## config.mk

```make
export PLATFORM = sky130hd
export DESIGN_NAME = one_wire_bus_master_top
export DESIGN_NICKNAME = d
export VERILOG_FILES = /design/src/owb_pkg.sv /design/src/owb_engine.sv /design/src/one_wire_bus_master_top.sv
export SDC_FILE = /design/constraint.sdc
export NUM_CORES = 1
export LEC_CHECK = 0
export ABC_AREA = 1
export BUFFER_PORTS_ARGS = -buffer_cell sky130_fd_sc_hd__buf_2
export CORE_AREA = 2 2 165 151
export CTS_BUF_LIST = sky130_fd_sc_hd__clkbuf_16
export DETAILED_ROUTE_END_ITERATION = 12
export DIE_AREA = 0 0 167 153
export PLACE_DENSITY_LB_ADDON = 0.25
export RECOVER_POWER = 50
export SYNTH_ARGS = -nofsm -noshare
export SYNTH_HDL_FRONTEND = slang
export SYNTH_SLANG_ARGS = --single-unit
```

## constraint.sdc

```tcl
create_clock -name clk -period 4.5 [get_ports clk]
set_clock_uncertainty 0.05 [all_clocks]
set_input_delay 0.45 -clock clk [delete_from_list [all_inputs] [get_ports clk]]
set_output_delay 0.45 -clock clk [all_outputs]
set_load 0.1 [all_outputs]
```

## src/owb_pkg.sv

```systemverilog
`timescale 1ns / 1ps
`default_nettype none
package owb_pkg;

  localparam int TIMER_BITS_DEF = 10;

  localparam int NUM_REGS  = 7;
  localparam int REG_W     = 10;
  localparam int CFG_IDX_W = 3;

  // register indexes
  localparam logic [CFG_IDX_W-1:0] REG_RESET_LOW     = 3'd0;
  localparam logic [CFG_IDX_W-1:0] REG_PRESENCE_WAIT = 3'd1;
  localparam logic [CFG_IDX_W-1:0] REG_RESET_TAIL    = 3'd2;
  localparam logic [CFG_IDX_W-1:0] REG_SLOT_LOW      = 3'd3;
  localparam logic [CFG_IDX_W-1:0] REG_WRITE_HOLD    = 3'd4;
  localparam logic [CFG_IDX_W-1:0] REG_READ_SAMPLE   = 3'd5;
  localparam logic [CFG_IDX_W-1:0] REG_READ_TAIL     = 3'd6;

  localparam logic [REG_W-1:0] RESET_LOW_DEF     = 10'd480;
  localparam logic [REG_W-1:0] PRESENCE_WAIT_DEF = 10'd60;
  localparam logic [REG_W-1:0] RESET_TAIL_DEF    = 10'd420;
  localparam logic [REG_W-1:0] SLOT_LOW_DEF      = 10'd1;
  localparam logic [REG_W-1:0] WRITE_HOLD_DEF    = 10'd60;
  localparam logic [REG_W-1:0] READ_SAMPLE_DEF   = 10'd14;
  localparam logic [REG_W-1:0] READ_TAIL_DEF     = 10'd45;

  typedef logic [NUM_REGS-1:0][REG_W-1:0] cfg_regs_t;

  // item kinds
  localparam logic [2:0] KIND_TICK  = 3'd0;
  localparam logic [2:0] KIND_RESET = 3'd1;
  localparam logic [2:0] KIND_WRITE = 3'd2;
  localparam logic [2:0] KIND_RBYTE = 3'd3;
  localparam logic [2:0] KIND_RBIT  = 3'd4;

  // phase codes
  localparam int PHASE_W = 3;
  localparam logic [PHASE_W-1:0] PH_IDLE     = 3'd0;
  localparam logic [PHASE_W-1:0] PH_RST_LOW  = 3'd1;
  localparam logic [PHASE_W-1:0] PH_RST_WAIT = 3'd2;
  localparam logic [PHASE_W-1:0] PH_RST_TAIL = 3'd3;
  localparam logic [PHASE_W-1:0] PH_SLOT_LOW = 3'd4;
  localparam logic [PHASE_W-1:0] PH_WR_HOLD  = 3'd5;
  localparam logic [PHASE_W-1:0] PH_RD_WAIT  = 3'd6;
  localparam logic [PHASE_W-1:0] PH_RD_TAIL  = 3'd7;

  // running operation
  localparam logic [2:0] OP_NONE  = 3'd0;
  localparam logic [2:0] OP_RESET = 3'd1;
  localparam logic [2:0] OP_WRITE = 3'd2;
  localparam logic [2:0] OP_RBYTE = 3'd3;
  localparam logic [2:0] OP_RBIT  = 3'd4;

  typedef struct packed {
    logic       drive_low;
    logic       busy_res;
    logic       done_res;
    logic [7:0] read_data;
    logic       no_presence;
    logic       rejected;
  } owb_result_t;

endpackage
`default_nettype wire

```

## src/owb_engine.sv

```systemverilog
`timescale 1ns / 1ps
`default_nettype none
module owb_engine
  import owb_pkg::*;
#(
  parameter int TIMER_BITS = TIMER_BITS_DEF
) (
  input  wire logic        clk,
  input  wire logic        rst_n,
  input  wire logic        step,
  input  wire logic [2:0]  kind,
  input  wire logic [7:0]  data_byte,
  input  wire logic        line_level,
  input  wire cfg_regs_t   regs,
  output owb_result_t      res
);

  localparam int WIDE_W = 17;
  localparam logic [WIDE_W-1:0] MAX_CNT = WIDE_W'((1 << TIMER_BITS) - 1);

  logic [PHASE_W-1:0]    phase_r, phase_nxt;
  logic [TIMER_BITS-1:0] tick_count_r, tick_count_nxt;
  logic [3:0]            bits_left_r, bits_left_nxt;
  logic [7:0]            shift_reg_r, shift_reg_nxt;
  logic                  first_sample_r, first_sample_nxt;
  logic [2:0]            operation_r, operation_nxt;

  logic [TIMER_BITS-1:0] cnt_dec;
  logic [3:0]            bits_dec;

  // zero acts as one, too wide clips to the counter's maximum
  function automatic logic [TIMER_BITS-1:0] load_val(input logic [REG_W-1:0] v);
    logic [WIDE_W-1:0] w;
    w = {{(WIDE_W-REG_W){1'b0}}, v};
    if (w == '0) w = WIDE_W'(1);
    if (w > MAX_CNT) w = MAX_CNT;
    return w[TIMER_BITS-1:0];
  endfunction

  assign cnt_dec  = (tick_count_r != '0) ? tick_count_r - 1'b1 : tick_count_r;
  assign bits_dec = bits_left_r - 4'd1;

  always_comb begin
    phase_nxt        = phase_r;
    tick_count_nxt   = tick_count_r;
    bits_left_nxt    = bits_left_r;
    shift_reg_nxt    = shift_reg_r;
    first_sample_nxt = first_sample_r;
    operation_nxt    = operation_r;
    res              = '0;

    priority if (kind >= KIND_RESET && kind <= KIND_RBIT) begin
      if (phase_r != PH_IDLE) begin
        res.rejected = 1'b1;
      end else if (kind == KIND_RESET) begin
        operation_nxt  = OP_RESET;
        phase_nxt      = PH_RST_LOW;
        tick_count_nxt = load_val(regs[REG_RESET_LOW]);
      end else begin
        operation_nxt  = (kind == KIND_WRITE) ? OP_WRITE :
                         (kind == KIND_RBYTE) ? OP_RBYTE : OP_RBIT;
        bits_left_nxt  = (kind == KIND_RBIT) ? 4'd1 : 4'd8;
        shift_reg_nxt  = (kind == KIND_WRITE) ? data_byte : 8'd0;
        phase_nxt      = PH_SLOT_LOW;
        tick_count_nxt = load_val(regs[REG_SLOT_LOW]);
      end
    end else if (kind == KIND_TICK && phase_r != PH_IDLE) begin
      tick_count_nxt = cnt_dec;
      if (cnt_dec == '0) begin
        unique case (phase_r)
          PH_RST_LOW: begin
            phase_nxt      = PH_RST_WAIT;
            tick_count_nxt = load_val(regs[REG_PRESENCE_WAIT]);
          end
          PH_RST_WAIT: begin
            first_sample_nxt = line_level;
            phase_nxt        = PH_RST_TAIL;
            tick_count_nxt   = load_val(regs[REG_RESET_TAIL]);
          end
          PH_RST_TAIL: begin
            res.no_presence = (line_level == first_sample_r);
            res.done_res    = 1'b1;
            phase_nxt       = PH_IDLE;
            operation_nxt   = OP_NONE;
          end
          PH_SLOT_LOW: begin
            if (operation_r == OP_WRITE) begin
              phase_nxt      = PH_WR_HOLD;
              tick_count_nxt = load_val(regs[REG_WRITE_HOLD]);
            end else begin
              phase_nxt      = PH_RD_WAIT;
              tick_count_nxt = load_val(regs[REG_READ_SAMPLE]);
            end
          end
          PH_WR_HOLD: begin
            shift_reg_nxt = {1'b0, shift_reg_r[7:1]};
            bits_left_nxt = bits_dec;
            if (bits_dec == 4'd0) begin
              res.done_res  = 1'b1;
              phase_nxt     = PH_IDLE;
              operation_nxt = OP_NONE;
            end else begin
              phase_nxt      = PH_SLOT_LOW;
              tick_count_nxt = load_val(regs[REG_SLOT_LOW]);
            end
          end
          PH_RD_WAIT: begin
            shift_reg_nxt  = {line_level, shift_reg_r[7:1]};
            phase_nxt      = PH_RD_TAIL;
            tick_count_nxt = load_val(regs[REG_READ_TAIL]);
          end
          PH_RD_TAIL: begin
            bits_left_nxt = bits_dec;
            if (bits_dec == 4'd0) begin
              res.done_res  = 1'b1;
              res.read_data = (operation_r == OP_RBIT) ? {7'd0, shift_reg_r[7]} : shift_reg_r;
              phase_nxt     = PH_IDLE;
              operation_nxt = OP_NONE;
            end else begin
              phase_nxt      = PH_SLOT_LOW;
              tick_count_nxt = load_val(regs[REG_SLOT_LOW]);
            end
          end
          default: begin
            phase_nxt     = PH_IDLE;
            operation_nxt = OP_NONE;
          end
        endcase
      end
    end else begin
      // idle tick or unknown kind: nothing moves
    end

    res.drive_low = (phase_nxt == PH_RST_LOW) || (phase_nxt == PH_SLOT_LOW) ||
                    ((phase_nxt == PH_WR_HOLD) && !shift_reg_nxt[0]);
    res.busy_res  = (phase_nxt != PH_IDLE);
  end

  always_ff @(posedge clk) begin
    if (!rst_n) begin
      phase_r        <= PH_IDLE;
      tick_count_r   <= '0;
      bits_left_r    <= '0;
      shift_reg_r    <= '0;
      first_sample_r <= 1'b0;
      operation_r    <= OP_NONE;
    end else if (step) begin
      phase_r        <= phase_nxt;
      tick_count_r   <= tick_count_nxt;
      bits_left_r    <= bits_left_nxt;
      shift_reg_r    <= shift_reg_nxt;
      first_sample_r <= first_sample_nxt;
      operation_r    <= operation_nxt;
    end
  end

endmodule
`default_nettype wire

```

## src/one_wire_bus_master_top.sv

```systemverilog
`timescale 1ns / 1ps
`default_nettype none
// result: a request's result is in the output register in the cycle after it is taken
// throughput: one request per cycle while the output register is empty or its result is being taken; the output
// register frees up as its result is taken; the bus state update is combinational logic between the state registers
// and the output register; reset (synchronous, rst_n low) returns to idle, empties the output register and
// restores every timing register to its default
module one_wire_bus_master_top
  import owb_pkg::*;
#(
  parameter int TIMER_BITS = TIMER_BITS_DEF
) (
  input  wire logic                 clk,
  input  wire logic                 rst_n,
  input  wire logic                 in_valid,
  output      logic                 in_ready,
  input  wire logic [2:0]           in_kind,
  input  wire logic [7:0]           in_data_byte,
  input  wire logic                 in_line_level,
  output      logic                 out_valid,
  input  wire logic                 out_ready,
  output      logic                 out_drive_low,
  output      logic                 out_busy_res,
  output      logic                 out_done_res,
  output      logic [7:0]           out_read_data,
  output      logic                 out_no_presence,
  output      logic                 out_rejected,
  input  wire logic                 cfg_valid,
  output      logic                 cfg_ready,
  input  wire logic [CFG_IDX_W-1:0] cfg_index,
  input  wire logic [REG_W-1:0]     cfg_data
);

  cfg_regs_t   regs_r;
  owb_result_t res;
  owb_result_t res_r;
  logic        out_valid_r;
  logic        step;

  assign in_ready  = !out_valid_r || out_ready;
  assign step      = in_valid && in_ready;
  assign cfg_ready = 1'b1;

  always_ff @(posedge clk) begin
    if (!rst_n) begin
      regs_r[REG_RESET_LOW]     <= RESET_LOW_DEF;
      regs_r[REG_PRESENCE_WAIT] <= PRESENCE_WAIT_DEF;
      regs_r[REG_RESET_TAIL]    <= RESET_TAIL_DEF;
      regs_r[REG_SLOT_LOW]      <= SLOT_LOW_DEF;
      regs_r[REG_WRITE_HOLD]    <= WRITE_HOLD_DEF;
      regs_r[REG_READ_SAMPLE]   <= READ_SAMPLE_DEF;
      regs_r[REG_READ_TAIL]     <= READ_TAIL_DEF;
    end else if (cfg_valid && cfg_ready && (cfg_index <= REG_READ_TAIL)) begin
      regs_r[cfg_index] <= cfg_data;
    end
  end

  owb_engine #(
    .TIMER_BITS(TIMER_BITS)
  ) u_engine (
    .clk        (clk),
    .rst_n      (rst_n),
    .step       (step),
    .kind       (in_kind),
    .data_byte  (in_data_byte),
    .line_level (in_line_level),
    .regs       (regs_r),
    .res        (res)
  );

  always_ff @(posedge clk) begin
    if (!rst_n) begin
      out_valid_r <= 1'b0;
    end else if (step) begin
      out_valid_r <= 1'b1;
    end else if (out_ready) begin
      out_valid_r <= 1'b0;
    end
  end

  always_ff @(posedge clk) begin
    if (step) begin
      res_r <= res;
    end
  end

  assign out_valid       = out_valid_r;
  assign out_drive_low   = res_r.drive_low;
  assign out_busy_res    = res_r.busy_res;
  assign out_done_res    = res_r.done_res;
  assign out_read_data   = res_r.read_data;
  assign out_no_presence = res_r.no_presence;
  assign out_rejected    = res_r.rejected;

endmodule
`default_nettype wire

```

==> Flow_metrics.wiki, run 1 <==
{| class="wikitable"
! Metric !! Value
|-
| Endpoint type of the worst setup path || flip-flop
|-
| Total wire length after detailed routing || around 19000 µm
|-
| Pin count of the biggest net entering global routing || 46
|-
| Relative max-transition margin || -34.5%
|-
| Estimated wirelength of the detail-placed design || 13700 µm
|-
| Final estimated routing congestion in global placement || around 0.85
|-
| Number of setup violations in the final report || 0
|-
| Crit-path max cell delay || around 0.47 ns
|-
| Reg2Reg Capture Point || u_engine.shift_reg_r[3]
|-
| Net count after synthesis || 900
|-
| HP Class || in2reg
|-
| Antenna violations before repair || 0
|-
| Area growth, synth to finish || 18.8%
|-
| Buffers inserted during post-CTS setup optimization || 0
|-
| Seq cells post-synth || approximately 110
|-
| Top flip-flop cell by instance count after synthesis || dfxtp_1
|-
| Final Hold Vio Count || 0
|-
| CTS tree || built
|-
| Critical Path Source Type || flip-flop
|-
| Power spent charging and discharging nets || roughly 950 µW
|-
| Clock network power share || between 40% and 50%
|-
| Sequential Power Share || ~36%
|-
| Run status || finished with violations
|-
| Number of global-route vias before repair || 5394
|-
| DRT Pass-1 Iters || 5
|-
| Total negative slack for setup checks || 0 ns
|-
| Setup slack on the worst flop-to-flop path || between 1.5 and 2 ns
|-
| Total die area || roughly 26000 µm²
|-
| Ordered cell list for the critical path || nor2_1 > inv_1 > nor2_1 > nor2_2 > inv_1 > nand2_1 > nand3_1 > inv_2 > nand2_2 > nor2_4 > o21ai_2 > nand2_1 > nand2_1 > nor2_1
|-
| DIE HEIGHT || approximately 150 µm
|-
| Core Rows || 54
|-
| Buf+Inv Stages, Crit Path || 3
|-
| Fraction of registers with async set/reset || 0%
|-
| Total leakage power || 2.95 nW
|-
| TritonCTS Sinks || 113
|-
| Chip width || around 170 µm
|-
| Number of DRC violations after detailed routing || 0
|-
| ANT cells || 0
|-
| Count of cell types in the netlist || just over 40
|-
| Share of cells above drive strength 1 || around 10%
|-
| Cell Pwr Density || 436 nW/µm²
|-
| Detailed-route vias per instance || approximately 4.7
|-
| Period Utilization, post-route || 60.6%
|-
| DRC marker count from the first detailed-route iteration || 538
|-
| Biggest area consumer among synthesized cells || dfxtp_1
|-
| Post-route ant nets || 0
|-
| Number of buffers inserted by port buffering || 44
|-
| Initial cell density of the core || between 20% and 30%
|-
| Post-cts hold buffer count || 0
|-
| Number of flops mapped to enable cells by yosys || 13
|-
| Crit path DAT || approximately 3.0 ns
|-
| Maximum vdd drop || ~0.21 mV
|-
| Wire length of the first global-routing pass || 30300 µm
|-
| Total design power || a little over 3 mW
|-
| RSZ-0062 raised after global routing || no
|-
| Part of the Yosys area used for sequential elements || 40.8%
|-
| Cell types occupying the most area after synthesis || dfxtp_1, nand2_1, nor2_1, o21ai_0, edfxtp_1
|-
| Internal power || 2.09 mW
|-
| Layout Nets || 940
|-
| Routed length per placed instance || roughly 16 µm
|-
| Total clock buffers created by CTS || 17
|-
| Count of mapped cells out of synthesis || 867
|-
| Min-delay src || in_line_level
|-
| Number of gates resized after CTS || 0
|-
| Worst reg2reg path depth || 14
|-
| Global Route Usage Sum || about 15%
|-
| Worst-margin pin slew || about 2.0 ns
|-
| Mean area per synthesized cell || between 6 and 7 µm²
|-
| Global route total overflow || 0
|-
| Combinational cell fraction of total power || between 10% and 20%
|-
| Slowest CP cell || dfxtp_1
|-
| Yosys warnings || 0
|-
| Maximum capacitance violations || 1
|-
| RR Startpoint || u_engine.phase_r[0]
|-
| Post-synth top area share || between 30% and 40%
|-
| Area of the core || 23900 µm²
|-
| Top Family by Delay on Critical Path || simple AND/OR/NAND/NOR gates
|-
| I/O pins || 46
|-
| Worst Hold Endpoint || u_engine.first_sample_r
|-
| Clock latency on the worst-skew pair || 0.43 ns
|-
| Category of the critical setup timing path || reg2reg
|-
| Crit-path max FO || 14
|-
| CP required || just under 5 ns
|-
| Fmax achieved || between 300 and 400 MHz
|-
| CTS root buffer || clkbuf_16
|-
| Final Max Slew Viols || between 40 and 50
|-
| Failing checks || max-capacitance violations, max-slew violations
|-
| H-tree depth reported by CTS || 4
|-
| Count of vias placed by the detailed router || slightly below 6000
|-
| Maximum buffer depth of the clock tree || 2
|-
| Worst hold path cell count || 3
|-
| Clock-pin slew of the registers on the worst-case setup and hold paths || roughly 0.06 ns
|-
| Post-synthesis instance area || ~5900 µm²
|-
| Min cycle time layout || around 2.7 ns
|-
| Switching Share || 31.2%
|}
-- cell families (layout without fill, tap and decap cells) --
kind of cell / Yosys count / count (layout) / share of synthesized area [%]
and+or+nand+nor: 430 / 430 / 31.5
AOI/OAI and AO/OA: 188 / 188 / 17.9
buffers and inverters: 128 / 180 / 8.46
DFF: 113 / 113 / 40.8
xor gates and xnor gates: 4 / 4 / 0.598
adders and majority gates: 3 / 3 / 0.641
other: 1 / 1 / 0.0640
-- cell usage in the layout, fill, tap and decap left out, types with 3 or more instances in the layout --
| cell | netlist | final |
|---|---|---|
| clkbuf_16 | 0 | 19 |
| buf_2 | 3 | 29 |
| o22ai_1 | 6 | 6 |
| clkinv_1 | 4 | 5 |
| nor2_1 | 131 | 132 |
| ha_1 | 3 | 3 |
| nand2_2 | 8 | 8 |
| nand4_1 | 15 | 15 |
| clkinvlp_4 | 0 | 5 |
| nor2_2 | 8 | 7 |
| nor2_4 | 5 | 5 |
| buf_4 | 1 | 3 |
| edfxtp_1 | 13 | 13 |
| a21oi_1 | 63 | 63 |
| nor3_1 | 3 | 3 |
| nand2_1 | 201 | 201 |
| a22oi_1 | 4 | 4 |
| o211ai_1 | 11 | 11 |
| a31oi_1 | 4 | 4 |
| xnor2_1 | 3 | 3 |
| clkbuf_1 | 22 | 16 |
| inv_1 | 95 | 96 |
| a211oi_1 | 3 | 3 |
| dfxtp_1 | 100 | 100 |
| nand3_1 | 50 | 50 |
| o21ai_0 | 85 | 85 |
-- flip-flops by register name, summed over array words and instances, names as in the netlist --
| name | flops |
|---|---|
| out_busy_res | 1 |
| u_engine.phase_r | 3 |
| out_rejected | 1 |
| regs_r | 70 |
| out_drive_low | 1 |
| out_read_data | 8 |
| u_engine.operation_r | 3 |
| u_engine.shift_reg_r | 8 |
| u_engine.bits_left_r | 4 |
| u_engine.first_sample_r | 1 |
| out_valid | 1 |
| out_no_presence | 1 |
| u_engine.tick_count_r | 10 |
| out_done_res | 1 |
-- worst reg2reg max path: stages, from the launching register on --
cell     delay [ns]
dfxtp_1        0.47
nor2_1         0.11
inv_1          0.08
nor2_1         0.09
nor2_2         0.24
inv_1          0.13
nand2_1        0.08
nand3_1        0.39
inv_2          0.31
nand2_2        0.10
nor2_4         0.11
o21ai_2        0.19
nand2_1        0.12
nand2_1        0.05
nor2_1         0.14
-- cells in the mapped netlist (3+ instances only) --
cell and number:
o22ai_1 6, a31oi_1 4, inv_1 95, nand2_2 8
o211ai_1 11, a21oi_1 63, nor3_1 3, nand3_1 50
o21ai_0 85, clkinv_1 4, xnor2_1 3, nor2_1 131
nor2_2 8, a22oi_1 4, a211oi_1 3, edfxtp_1 13
nor2_4 5, nand2_1 201, dfxtp_1 100, ha_1 3
clkbuf_1 22, nand4_1 15, buf_2 3
-- through the flow --
step           instance area [µm²]  instances  setup WS, ns  hold WS, ns  utilization, %
6_report                      6960       1227          1.77        0.264            29.2
5_1_grt                       6960       1227          1.36        0.283            29.2
4_1_cts                       6980       1227          1.81        0.249            29.3
3_5_place_dp                  6380       1196          1.65        0.420            26.7
3_3_place_gp                  6380       1196          1.70        0.415            26.7
2_1_floorplan                 5860        867         0.856        0.393               -
-- routing by layer --
layer | vias to the layer above | global-route usage [%] | wire length (µm)
met2 | 142 | 22.7 | 8270
met4 | 0 | 4.39 | 219
li1 | 2930 | - | -
met1 | 2672 | 21.9 | 9560
met3 | 19 | 3.42 | 1020
met5 | - | 0 | 0
-- worst max path at each step --
stage | endpoint | startpoint | cells after the start | slack [ns]
4_1_cts | u_engine.shift_reg_r[6] | u_engine.phase_r[0] | 14 | 1.81
3_5_place_dp | u_engine.shift_reg_r[6] | in_kind[1] | 15 | 1.65
3_3_place_gp | u_engine.shift_reg_r[2] | in_kind[1] | 15 | 1.70
5_1_grt | u_engine.shift_reg_r[3] | u_engine.phase_r[0] | 14 | 1.36
6_report | u_engine.shift_reg_r[3] | u_engine.phase_r[0] | 14 | 1.77
2_1_floorplan | u_engine.shift_reg_r[4] | out_valid | 12 | 0.86
-- power groups by stage --
stage / clock network (mW) / logic (mW) / registers (mW)
5_1_grt: 1.44 / 0.611 / 1.11
2_1_floorplan: 0 / 0.358 / 1.17
3_5_place_dp: 0 / 0.546 / 1.12
4_1_cts: 1.40 / 0.550 / 1.10
6_report: 1.39 / 0.548 / 1.10
3_3_place_gp: 0 / 0.548 / 1.12
-- cell type report --
cell class / count / area [µm²]
clock buffer: 19 / 475
clock inverter: 12 / 129
fill: 2686 / 16900
inverter: 101 / 379
multi-input combinational: 626 / 2970
sequential: 113 / 2390
tap: 308 / 385
timing repair buffer: 48 / 228
Note: power is estimated with default switching activity, not from simulation.
==> inputs of run 2 (changes only) <==
Settings changed: ABC_AREA 1 to 0, CORE_AREA 2 2 165 151 to 2 2 166 152, DIE_AREA 0 0 167 153 to 0 0 168 154.
Clock period 4.5 ns to 2.52 ns, I/O delays scaled along.
==> run 2 against run 1 <==
Compared with the run above: the run ends with negative setup slack left; flip-flop and latch count did not move; fmax down 1.3%; register-to-register slack worse by 2.0 ns; sequential share of layout area shrank 3.0 points; clock power up 73%; critical endpoint is now out_read_data[5].
==> Flow_metrics.wiki, run 2 <==
{| class="wikitable"
! Metric !! Value
|-
| Run status || finished with violations
|-
| Failing checks || negative setup slack
|-
| Final estimated routing congestion in global placement || 0.820 (-3.3%)
|-
| Total wire length after detailed routing || 19800 µm (+3.9%)
|-
| Clock-pin slew of the registers on the worst-case setup and hold paths || 0.05 ns (about the same)
|-
| Core Rows || 54 (unchanged)
|-
| Count of mapped cells out of synthesis || 768 (-11%)
|-
| ANT cells || 0 (unchanged)
|-
| Detailed-route vias per instance || 4.95 (+5.4%)
|-
| Relative max-transition margin || 8.48% (+43 points)
|-
| Net count after synthesis || 801 (-11%)
|-
| Number of DRC violations after detailed routing || 0 (unchanged)
|-
| Post-synthesis instance area || 5920 µm² (+1.1%)
|-
| Top Family by Delay on Critical Path || simple AND/OR/NAND/NOR gates
|-
| I/O pins || 46 (unchanged)
|-
| Layout Nets || 900 (-4.3%)
|-
| Top flip-flop cell by instance count after synthesis || dfxtp_1
|-
| Area growth, synth to finish || 29.0%
|-
| Total die area || 25900 µm² (+1.3%)
|-
| PnR worst setup slack || -0.245 ns (-2.02 ns)
|-
| Min cycle time layout || 2.76 ns (+0.0367 ns)
|-
| Fmax achieved || 362 MHz (-1.3%)
|-
| Critical Path Source Type || flip-flop
|-
| Number of global-route vias before repair || 5683 (+5.4%)
|-
| Total design power || 5.46 mW (+80%)
|-
| Yosys warnings || 0 (unchanged)
|-
| Crit path DAT || 3.01 ns (-0.03 ns)
|-
| Number of flops mapped to enable cells by yosys || 13 (unchanged)
|-
| Count of cell types in the netlist || 69 (+68%)
|-
| Period Utilization, post-route || 110% (+49 points)
|-
| Sequential Power Share || 35.7% (-0.6 points)
|-
| CTS tree || built
|-
| Maximum capacitance violations || 0 (-1)
|-
| Switching Share || 29.2% (-2.0 points)
|-
| DIE HEIGHT || 154 µm (+0.65%)
|-
| Total leakage power || 2.92 nW (-1.3%)
|-
| Final Hold Vio Count || 0 (unchanged)
|-
| Cell types with the highest counts after synthesis || nand2_1, dfxtp_1, nand3_1, a21boi_0, nor2_1
|-
| Post-route non-filler standard cell count || 1187 (-3.3%)
|-
| Routed length per placed instance || 16.7 µm (+7.4%)
|-
| DRC marker count from the first detailed-route iteration || 519 (-3.5%)
|-
| Part of the Yosys area used for sequential elements || 40.4% (-0.45 points)
|-
| Most frequent cells in the layout || nand2_1, dfxtp_1, buf_4
|-
| Biggest registers after layout || regs_r x70, u_engine.tick_count_r x10
|-
| Post-cts hold buffer count || 0 (unchanged)
|-
| Category of the critical setup timing path || reg2reg
|-
| Number of buffers inserted by port buffering || 44 (unchanged)
|-
| Slowest CP cell || or4_4
|-
| Cell Pwr Density || 714 nW/µm² (+64%)
|-
| CTS root buffer || clkbuf_16
|-
| Initial cell density of the core || 24.7% (+0.13 points)
|-
| Clock network power share || 44.0% (-1.6 points)
|-
| Most common cell after layout, fill and taps aside || nand2_1
|-
| Global Route Usage Sum || 15.6% (+0.40 points)
|-
| Estimated wirelength of the detail-placed design || 14600 µm (+6.1%)
|-
| Area of the core || 24000 µm² (+0.57%)
|-
| Final Max Slew Viols || 0 (-100%)
|-
| Crit-path max cell delay || 0.52 ns (+0.05 ns)
|-
| Wire length of the first global-routing pass || 31200 µm (+2.9%)
|-
| Ordered cell list for the critical path || or4_4 > nor3_4 > mux2i_2 > o211ai_2 > nor4_4 > buf_4 > nand4_1 > nor2_4 > and2_4
|-
| Cell types occupying the most area after synthesis || dfxtp_1, nand2_1, edfxtp_1, a21boi_0, nand3_1
|-
| Endpoint type of the worst setup path || flip-flop
|-
| Buf+Inv Stages, Crit Path || 1 (-2)
|-
| Clock latency on the worst-skew pair || 0.42 ns (about the same)
|-
| Post-synth top area share || 33.8% (-0.38 points)
|-
| Pin count of the biggest net entering global routing || 39 (-15%)
|-
| Share of cells above drive strength 1 || 21.4% (+11 points)
|-
| DRT Pass-1 Iters || 5 (unchanged)
|-
| Combinational cell fraction of total power || 20.3% (+2.2 points)
|-
| HP Class || in2reg
|-
| CP required || 2.76 ns (-2.05 ns)
|-
| Flip-flop count of the largest register after layout || 70 (unchanged)
|-
| Reg with most FFs || regs_r
|-
| Worst-margin pin slew || 1.37 ns (-0.644 ns)
|-
| Seq cells post-synth || 113 (unchanged)
|-
| Global route total overflow || 0 (unchanged)
|-
| Power spent charging and discharging nets || 1.59 mW (+68%)
|-
| RSZ-0062 raised after global routing || yes
|-
| Number of instances in the placed design || 1151 (-3.8%)
|-
| TritonCTS Sinks || 113 (unchanged)
|-
| Fraction of registers with async set/reset || 0% (unchanged)
|-
| Maximum vdd drop || 0.294 mV (+41%)
|-
| Maximum buffer depth of the clock tree || 2 (unchanged)
|-
| Mean area per synthesized cell || 7.71 µm² (+14%)
|-
| H-tree depth reported by CTS || 4 (unchanged)
|-
| Dominant cell by count in the synthesized netlist || nand2_1
|-
| Total clock buffers created by CTS || 17 (unchanged)
|-
| Internal power || 3.86 mW (+85%)
|-
| Crit-path max FO || 7 (-7)
|-
| Number of setup violations in the final report || 38 (+38)
|-
| Chip width || 168 µm (+0.60%)
|-
| Post-route ant nets || 0 (unchanged)
|-
| Count of vias placed by the detailed router || 5877 (+2.0%)
|-
| Antenna violations before repair || 0 (unchanged)
|-
| Biggest area consumer among synthesized cells || dfxtp_1
|}
==> run 2: cell types whose count changed in the layout (fill, tap and decap cells not counted), moves of 43 or more <==
| cell | delta |
|---|---|
| nor2_1 | -88 |
| a21boi_0 | +49 |
| buf_4 | +73 |
| a21oi_1 | -43 |
| o21ai_0 | -59 |
| inv_1 | -89 |
==> run 2: kinds of logic after synthesis <==
kind of cell    synth area share, %
fa+ha+maj                     0.634
other cells                  0.0633
compound gates                 20.0
flops                          40.4
simple gates                   33.0
mux                            1.39
xor+xnor                      0.887
buf+inv                        3.61
==> run 2: repair_timing <==
item / CTS / global route
resized for setup: 15 / 7
hold endpoints to repair: 0 / 0
setup buffers: 4 / 1
setup endpoints to repair: 40 / 41
pin swaps: 18 / 5
cloned: 0 / 0
==> run 2: worst paths after layout <==
check	from	end	slack, ns	cells past startpoint
setup reg to reg	u_engine.tick_count_r[4]	out_read_data[5]	-0.24	9
hold reg to reg	regs_r[60]	regs_r[60]	0.42	2
setup / recovery	u_engine.tick_count_r[4]	out_read_data[5]	-0.24	9
hold / removal	in_valid	out_valid	0.04	3
==> run 2: routing by layer <==
layer / part of all wire (%) / track usage [%]
met1: 51 / 22.0
met2: 42 / 23.7
met3: 4.6 / 3.17
met4: 1.9 / 5.38
met5: 0 / 0
==> run 2: worst reg2reg max path: stages (launching register included) <==
cell and delay (ns):
dfxtp_2 0.34, or4_4 0.52, nor3_4 0.24, mux2i_2 0.27
o211ai_2 0.17, nor4_4 0.30, buf_4 0.19, nand4_1 0.19
nor2_4 0.22, and2_4 0.16
==> run 2: final cells by class <==
class | instances | area [µm²]
inverters | 9 | 33.8
clock inverters | 14 | 145
repair buffers | 123 | 818
well taps | 308 | 385
flip-flops and latches | 113 | 2400
clock buffers | 17 | 425
fillers | 2597 | 16300
multi-input cells | 603 | 3440
==> run 2: per-stage QoR <==
stage	setup slack (ns)	instance area, µm²	setup TNS (ns)	util [%]	hold WS (ns)
after global placement	-0.272	6990	-4.95	29.2	0.398
after CTS	-0.252	7640	-3.68	31.8	0.0179
after global routing	-0.352	7640	-8.83	31.9	0.0610
final	-0.245	7640	-4.58	31.9	0.0394
after detailed placement	-0.343	6990	-6.40	29.2	0.402
after floorplan	-0.325	6000	-1.87	-	0.326
==> run 2: power groups by stage <==
stage | registers [mW] | clock network [mW] | logic (mW)
floorplan | 2.06 | 0 | 0.570
global placement | 1.98 | 0 | 1.06
detailed placement | 1.98 | 0 | 1.05
CTS | 1.95 | 2.46 | 1.09
global route | 1.96 | 2.53 | 1.20
finish | 1.95 | 2.40 | 1.11
